[src/cfb_pkg.sv]
package cfb_pkg;

  localparam int QUEUE_DEPTH = 4;

  localparam logic [7:0] SYNC_BYTE  = 8'hFF;
  localparam logic [7:0] START_BYTE = 8'hEE;
  localparam logic [7:0] END_BYTE   = 8'hCC;

  localparam int STEP_W = 4;

  // Byte positions inside a header command.
  localparam logic [STEP_W-1:0] HS_SYNC    = 4'd0;
  localparam logic [STEP_W-1:0] HS_START   = 4'd1;
  localparam logic [STEP_W-1:0] HS_TYPE    = 4'd2;
  localparam logic [STEP_W-1:0] HS_NUM_LO  = 4'd3;
  localparam logic [STEP_W-1:0] HS_NUM_HI  = 4'd4;
  localparam logic [STEP_W-1:0] HS_LEN_0   = 4'd5;
  localparam logic [STEP_W-1:0] HS_LEN_1   = 4'd6;
  localparam logic [STEP_W-1:0] HS_LEN_2   = 4'd7;
  localparam logic [STEP_W-1:0] HS_LEN_3   = 4'd8;
  localparam logic [STEP_W-1:0] HS_SUM     = 4'd9;
  localparam logic [STEP_W-1:0] HS_TR_SYNC = 4'd10;
  localparam logic [STEP_W-1:0] HS_TR_END  = 4'd11;

  // Byte positions inside a payload command.
  localparam logic [STEP_W-1:0] PS_DATA    = 4'd0;
  localparam logic [STEP_W-1:0] PS_TR_SYNC = 4'd1;
  localparam logic [STEP_W-1:0] PS_TR_END  = 4'd2;

  localparam logic [0:0] REG_LOWEST  = 1'b0;
  localparam logic [0:0] REG_HIGHEST = 1'b1;

  typedef enum logic {
    CMD_HEADER,
    CMD_PAYLOAD
  } cmd_kind_t;

  typedef struct packed {
    cmd_kind_t   kind;
    logic [7:0]  data;      // type for a header, the byte for a payload
    logic [15:0] number;
    logic [31:0] length;
    logic [7:0]  sum;
    logic        trailer;   // append FF CC after this command
  } cmd_t;

  typedef struct packed {
    logic [7:0] lowest;
    logic [7:0] highest;
  } cfg_t;

endpackage

[src/command_frame_builder.sv]
// Accepted beats are written into the command queue; the back-end serializer then registers
// the bytes of the head command into the output register. Throughput: one output byte per cycle
// while the queue holds a command and result_stall is low; a payload item yields one byte
// (three when it closes the frame), a start item ten bytes (twelve with an empty payload).
// Items are taken every cycle while the command queue has room.
// Synchronous reset clears the frame state, the queue and the output valid flag.
module command_frame_builder #(
  parameter int QUEUE_DEPTH = cfb_pkg::QUEUE_DEPTH
) (
  input  logic        clk,
  input  logic        rst,
  input  logic        psel,
  input  logic        penable,
  input  logic        pwrite,
  input  logic [2:0]  paddr,
  input  logic [31:0] pwdata,
  output logic [31:0] prdata,
  output logic        pready,
  input  logic        item_valid,
  output logic        item_stall,
  input  logic        func,
  input  logic [7:0]  frame_type,
  input  logic [15:0] sequence_number,
  input  logic [31:0] payload_length,
  input  logic [7:0]  payload_byte,
  output logic        result_valid,
  input  logic        result_stall,
  output logic [7:0]  out_byte,
  output logic        end_of_frame
);
  import cfb_pkg::*;

  cfg_t cfg;
  cmd_t front_cmd;
  cmd_t head_cmd;
  logic front_push;
  logic q_full;
  logic q_empty;
  logic q_pop;
  logic item_accept;
  logic cfg_write;

  assign pready      = 1'b1;
  assign cfg_write   = psel && penable && pwrite;
  assign item_stall  = q_full;
  assign item_accept = item_valid && !item_stall;

  always_ff @(posedge clk) begin
    if (rst) begin
      cfg.lowest  <= 8'd1;
      cfg.highest <= 8'd255;
    end else if (cfg_write) begin
      unique case (paddr[2])
        REG_LOWEST:  cfg.lowest  <= pwdata[7:0];
        REG_HIGHEST: cfg.highest <= pwdata[7:0];
        default:     cfg.lowest  <= cfg.lowest;
      endcase
    end
  end

  always_comb begin
    unique case (paddr[2])
      REG_LOWEST:  prdata = {24'd0, cfg.lowest};
      REG_HIGHEST: prdata = {24'd0, cfg.highest};
      default:     prdata = '0;
    endcase
  end

  cfb_front u_front (
    .clk             (clk),
    .rst             (rst),
    .cfg             (cfg),
    .accept          (item_accept),
    .func            (func),
    .frame_type      (frame_type),
    .sequence_number (sequence_number),
    .payload_length  (payload_length),
    .payload_byte    (payload_byte),
    .push            (front_push),
    .cmd             (front_cmd)
  );

  cfb_queue #(
    .DEPTH (QUEUE_DEPTH)
  ) u_queue (
    .clk   (clk),
    .rst   (rst),
    .push  (front_push),
    .din   (front_cmd),
    .pop   (q_pop),
    .dout  (head_cmd),
    .full  (q_full),
    .empty (q_empty)
  );

  cfb_back u_back (
    .clk          (clk),
    .rst          (rst),
    .cmd          (head_cmd),
    .cmd_ready    (!q_empty),
    .pop          (q_pop),
    .result_valid (result_valid),
    .result_stall (result_stall),
    .out_byte     (out_byte),
    .end_of_frame (end_of_frame)
  );

endmodule

[src/cfb_front.sv]
module cfb_front (
  input  logic          clk,
  input  logic          rst,
  input  cfb_pkg::cfg_t cfg,
  input  logic          accept,
  input  logic          func,
  input  logic [7:0]    frame_type,
  input  logic [15:0]   sequence_number,
  input  logic [31:0]   payload_length,
  input  logic [7:0]    payload_byte,
  output logic          push,
  output cfb_pkg::cmd_t cmd
);
  import cfb_pkg::*;

  logic [31:0] bytes_remaining;
  logic        frame_accepted;
  logic        type_ok;
  logic        last_byte;

  assign type_ok   = (frame_type >= cfg.lowest) && (frame_type <= cfg.highest);
  assign last_byte = (bytes_remaining == 32'd1);

  always_comb begin
    cmd = '0;
    push = 1'b0;
    if (!func) begin
      cmd.kind    = CMD_HEADER;
      cmd.data    = frame_type;
      cmd.number  = sequence_number;
      cmd.length  = payload_length;
      cmd.sum     = frame_type + sequence_number[7:0] + sequence_number[15:8]
                  + payload_length[7:0] + payload_length[15:8]
                  + payload_length[23:16] + payload_length[31:24];
      cmd.trailer = (payload_length == 32'd0);
      push        = accept && type_ok;
    end else begin
      cmd.kind    = CMD_PAYLOAD;
      cmd.data    = payload_byte;
      cmd.trailer = last_byte;
      push        = accept && frame_accepted && (bytes_remaining != 32'd0);
    end
  end

  always_ff @(posedge clk) begin
    if (rst) begin
      bytes_remaining <= '0;
      frame_accepted  <= 1'b0;
    end else if (accept) begin
      if (!func) begin
        bytes_remaining <= payload_length;
        frame_accepted  <= type_ok && (payload_length != 32'd0);
      end else if (bytes_remaining != 32'd0) begin
        bytes_remaining <= bytes_remaining - 32'd1;
        if (last_byte) begin
          frame_accepted <= 1'b0;
        end
      end
    end
  end

endmodule

[src/cfb_queue.sv]
module cfb_queue #(
  parameter int DEPTH = cfb_pkg::QUEUE_DEPTH
) (
  input  logic          clk,
  input  logic          rst,
  input  logic          push,
  input  cfb_pkg::cmd_t din,
  input  logic          pop,
  output cfb_pkg::cmd_t dout,
  output logic          full,
  output logic          empty
);
  import cfb_pkg::*;

  localparam int AW = (DEPTH > 1) ? $clog2(DEPTH) : 1;
  localparam int CW = $clog2(DEPTH + 1);
  localparam logic [AW-1:0] LAST = AW'(DEPTH - 1);

  cmd_t          entries [DEPTH];
  logic [AW-1:0] wr_ptr;
  logic [AW-1:0] rd_ptr;
  logic [CW-1:0] count;
  logic          do_push;
  logic          do_pop;

  assign full    = (count == CW'(DEPTH));
  assign empty   = (count == '0);
  assign do_push = push && !full;
  assign do_pop  = pop && !empty;
  assign dout    = entries[rd_ptr];

  always_ff @(posedge clk) begin
    if (do_push) begin
      entries[wr_ptr] <= din;
    end
  end

  always_ff @(posedge clk) begin
    if (rst) begin
      wr_ptr <= '0;
      rd_ptr <= '0;
      count  <= '0;
    end else begin
      if (do_push) begin
        wr_ptr <= (wr_ptr == LAST) ? '0 : wr_ptr + 1'b1;
      end
      if (do_pop) begin
        rd_ptr <= (rd_ptr == LAST) ? '0 : rd_ptr + 1'b1;
      end
      if (do_push && !do_pop) begin
        count <= count + 1'b1;
      end else if (do_pop && !do_push) begin
        count <= count - 1'b1;
      end
    end
  end

endmodule

[src/cfb_back.sv]
module cfb_back (
  input  logic          clk,
  input  logic          rst,
  input  cfb_pkg::cmd_t cmd,
  input  logic          cmd_ready,
  output logic          pop,
  output logic          result_valid,
  input  logic          result_stall,
  output logic [7:0]    out_byte,
  output logic          end_of_frame
);
  import cfb_pkg::*;

  logic [STEP_W-1:0] step;
  logic [STEP_W-1:0] last_step;
  logic [7:0]        cur_byte;
  logic              cur_eof;
  logic              load;

  // The output register takes a new beat when it is empty or being drained.
  assign load = cmd_ready && (!result_valid || !result_stall);
  assign pop  = load && (step == last_step);

  always_comb begin
    cur_byte = SYNC_BYTE;
    cur_eof  = 1'b0;
    if (cmd.kind == CMD_HEADER) begin
      last_step = cmd.trailer ? HS_TR_END : HS_SUM;
      unique case (step)
        HS_SYNC:    cur_byte = SYNC_BYTE;
        HS_START:   cur_byte = START_BYTE;
        HS_TYPE:    cur_byte = cmd.data;
        HS_NUM_LO:  cur_byte = cmd.number[7:0];
        HS_NUM_HI:  cur_byte = cmd.number[15:8];
        HS_LEN_0:   cur_byte = cmd.length[7:0];
        HS_LEN_1:   cur_byte = cmd.length[15:8];
        HS_LEN_2:   cur_byte = cmd.length[23:16];
        HS_LEN_3:   cur_byte = cmd.length[31:24];
        HS_SUM:     cur_byte = cmd.sum;
        HS_TR_SYNC: cur_byte = SYNC_BYTE;
        HS_TR_END: begin
          cur_byte = END_BYTE;
          cur_eof  = 1'b1;
        end
        default:    cur_byte = SYNC_BYTE;
      endcase
    end else begin
      last_step = cmd.trailer ? PS_TR_END : PS_DATA;
      unique case (step)
        PS_DATA:    cur_byte = cmd.data;
        PS_TR_SYNC: cur_byte = SYNC_BYTE;
        PS_TR_END: begin
          cur_byte = END_BYTE;
          cur_eof  = 1'b1;
        end
        default:    cur_byte = SYNC_BYTE;
      endcase
    end
  end

  always_ff @(posedge clk) begin
    if (rst) begin
      step         <= '0;
      result_valid <= 1'b0;
    end else if (load) begin
      result_valid <= 1'b1;
      step         <= pop ? '0 : step + 1'b1;
    end else if (!result_stall) begin
      result_valid <= 1'b0;
    end
  end

  always_ff @(posedge clk) begin
    if (load) begin
      out_byte     <= cur_byte;
      end_of_frame <= cur_eof;
    end
  end

endmodule

[config.mk]
export PLATFORM = sky130hd
export DESIGN_NAME = command_frame_builder
export DESIGN_NICKNAME = d
export VERILOG_FILES = /design/src/cfb_pkg.sv /design/src/command_frame_builder.sv /design/src/cfb_front.sv /design/src/cfb_queue.sv /design/src/cfb_back.sv
export SDC_FILE = /design/constraint.sdc
export NUM_CORES = 1
export LEC_CHECK = 0
export BUFFER_PORTS_ARGS = -buffer_cell sky130_fd_sc_hd__clkbuf_2
export CAP_MARGIN = 0
export CORE_MARGIN = 1
export CORE_UTILIZATION = 55
export CTS_BUF_LIST = sky130_fd_sc_hd__clkbuf_16
export CTS_CLUSTER_SIZE = 16
export DETAILED_ROUTE_END_ITERATION = 12
export HOLD_SLACK_MARGIN = 0.02
export PLACE_DENSITY = 0.75
export RECOVER_POWER = 50
export SETUP_SLACK_MARGIN = 0.05
export SYNTH_ARGS = -nofsm -noshare
export SYNTH_HDL_FRONTEND = slang
export SYNTH_SLANG_ARGS = --single-unit
[constraint.sdc]
create_clock -name clk -period 15.8 [get_ports clk]
set_input_delay 0.79 -clock clk [delete_from_list [all_inputs] [get_ports clk]]
set_output_delay 0.79 -clock clk [all_outputs]
set_load 0.005 [all_outputs]
==> qor.yml <==
synthesis:
  synth-edff-count: 273
  synth_top_cells_by_area: "edfxtp_1, mux4_2, dfxtp_1"
  async_flop_share: 0
  synth-simple-area-share: 0.0862
  synth_ff_type: "edfxtp_1"
  yosysUniqueCellTypes: 69
  synthCells: 1228
  avgSynthCellArea_um2: 13.1
  synth_top_family_by_area: "multiplexers"
  yosys.area.top_type: "edfxtp_1"
  seq_area_frac_synth: 0.586
  synthAdderAreaFrac: 0.0697
  synth_top_cell_area_share: 0.508
  syn-cell-area_um2: 16100
  synthXorXnorAreaFrac: 0.0114
  muxShareOfSynthArea: 0.0986
  yosys_warnings: 0
  synth_compound_area_frac: 0.0946
  ys_ff_latch: 336
final_layout:
  drive_above_1_share: 0.164
  final_common_cell: "edfxtp_1"
  final_cell_mix: "edfxtp_1, inv_1, clkbuf_2"
  nets: 1491
  areaGrowthSynthToFinish_pct: 10.7
  postLayoutCellArea_um2: 17900
  antenna_cells: 0
timing:
  max_freq_mhz: 174
  maxSlewViolCount: 205
  period_share: 0.364
  rsz0062_at_grt: "no"
  finalClockSkew_ns: 0.0111
  maxSlewHeadroom: -1.18
  hold_violations: 0
  setup_violations: 0
  worst_slew_pin_slew_ns: 3.27
  fin_crit_ns: 5.75
  fin_ws_ns: 10.05
  tns_ns: 0
clocking:
  cts_root_buf: "clkbuf_16"
  ctsResizeCount: 0
  clock-sinks: 336
  cts_setup_buffers: 0
  postCtsHoldBufs: 0
  cts_max_level: 2
  insertion_delay_ns: 0.51
  cts_tree: "built"
  clkTransAtPathRegs_ns: 0.06
  cts_buffer_depth: 3
  cts_buffers: 35
critical_path:
  cp_top_family: "buffers and inverters"
  path_class: "input port to register"
  required_ns: 16.10
  worstPathArrival_ns: 6.04
  slowest_stage: "clkbuf_1"
  crit_chain: "clkbuf_1 > clkbuf_1 > nor2_1 > a31oi_1 > o22a_1 > nor2_1"
  cp-start-kind: "input port"
  endpoint_kind: "register"
  critPathBufInv: 2
  cp_slowest_stage_delay_ns: 2.40
  path_max_fanout: 71
floorplanning:
  die_y_um: 173
  start_util: 0.560
  io_pins: 151
  die_w_um: 173
  die_area_um2: 30000
  coreArea_um2: 28800
  core.rowCount: 62
drt:
  wl_per_cell_um: 23.2
  post_drt_via_cell_ratio: 6.25
  highest_layer: "met4"
  firstDrtPassIters: 6
  dr_wl_met2_um: 19300
  wl_met1_um: 15100
  drt_iter0_drc: 1297
  drc: 0
  wl_met3_um: 3810
  dr_total_vias: 10800
  drt-total-wl_um: 39900
  ant_nets: 0
power_and_ir_drop:
  p_per_area_nw_per_um2: 146
  power.switching_mw: 0.827
  pwr-share-clk: 0.286
  p_int_mw: 1.77
  sequentialPowerShare: 0.430
  peakVddDrop_mv: 0.105
  leakagePower_nw: 6.41
  pwr-share-comb: 0.284
  netSwitchingFraction: 0.318
  total_power_mw: 2.60
hold_path:
  worstHoldPathType: "register to register"
global_route:
  grt_max_degree: 72
  grt_usage: 0.271
  overflow: 0
  grt_pass1_wl_um: 61400
  grt_pass1_vias: 10600
  antenna_found_initial: 0
flow_run:
  cap_violations: 4
status:
  violations: "max-capacitance violations, max-slew violations"
  run_status: "complete, but fails checks"
placement:
  placed_cell_area_um2: 16900
  globalplace.congestion: 0.968
  io_buffers: 99
  dp_hpwl_um: 27600
  place_worst_setup_slack_ns: 10.76
-- registers in the layout, indices dropped and copies added (netlist names), named ones only --
| signal | flops |
|---|---|
| u_queue.rd_ptr | 2 |
| u_queue.wr_ptr | 2 |
| cfg | 16 |
| u_queue.count | 3 |
| u_back.result_valid | 1 |
| u_back.end_of_frame | 1 |
| u_back.step | 4 |
| u_back.out_byte | 8 |
| u_queue.entries | 264 |
| u_front.bytes_remaining | 32 |
| u_front.frame_accepted | 1 |
-- power by group through the flow --
stage | Combinational (mW) | Clock, mW | Sequential [mW]
floorplan | 0.542 | 0 | 1.11
global route | 0.811 | 0.779 | 1.13
detailed placement | 0.736 | 0 | 1.14
CTS | 0.740 | 0.750 | 1.12
finish | 0.739 | 0.742 | 1.12
global placement | 0.714 | 0 | 1.13
-- cells by family after synthesis --
logic type      after synthesis
other cells                   2
fa+ha+maj                    70
simple gates                285
flops                       336
buf+inv                     192
xor+xnor                     21
compound gates              239
mux                          83
-- synth_stat cells, types with 4 or more instances --
library cell  count
edfxtp_1        273
inv_1           104
nand2_1          82
nor2_1           72
a21oi_1          65
dfxtp_1          63
o21ai_0          62
mux4_2           60
clkbuf_1         43
ha_1             37
nor2b_1          34
fa_1             33
buf_4            27
nor3_1           20
nor4_1           18
xnor2_1          17
mux2i_1          16
o211ai_1         16
a22oi_1          15
nand3_1          12
nand2b_1         11
a31oi_1          10
and3_1           10
buf_2            10
a21o_1            6
mux2_2            6
o22ai_1           6
a221oi_1          5
and2_1            5
buf_1             5
o21ai_1           5
o22a_1            5
a211oi_1          4
a32oi_1           4
nand4_1           4
o21a_1            4
o32ai_1           4
or3_1             4
xor2_1            4
-- through the flow --
step	instances	util	hold WS [ns]
3_5_place_dp	1661	0.587	0.448
2_1_floorplan	1251	-	0.436
5_1_grt	1723	0.620	0.475
4_1_cts	1723	0.622	0.456
6_report	1723	0.620	0.457
3_3_place_gp	1661	0.587	0.443
-- path summary, 6_finish.rpt --
path,depth (start not counted),from,slack [ns],endpoint
setup reg to reg,11,register,10.91,u_queue.count[2]
hold reg to reg,2,cfg[13],0.46,cfg[13]
setup / recovery,6,func,10.05,u_front.bytes_remaining[10]
hold / removal,2,cfg[13],0.46,cfg[13]
-- worst register-to-register path, cell delays in order (launching register included) --
cell and delay [ns]:
dfxtp_1 1.85, mux4_2 0.79, nor3_1 0.17, a21oi_1 0.08
nor3_1 0.74, inv_1 0.12, ha_1 0.26, inv_1 0.09
fa_1 0.19, xor2_1 0.07, or3_1 0.31, a21oi_1 0.14
-- final cells by class --
class	count	area, µm²
clock inverter	27	144
timing repair buffer	113	571
inverter	105	394
sequential	336	9460
clock buffer	35	876
multi-input combinational	723	5920
tap	384	480
fill	2113	10900
-- metal layers --
layer  track usage  vias to the layer above
met4         0.114                        0
met2         0.437                      685
met1         0.369                     5305
li1              -                     4666
met5             0                        -
met3        0.0412                      110
No activity file was read; power rests on OpenSTA's default activity.
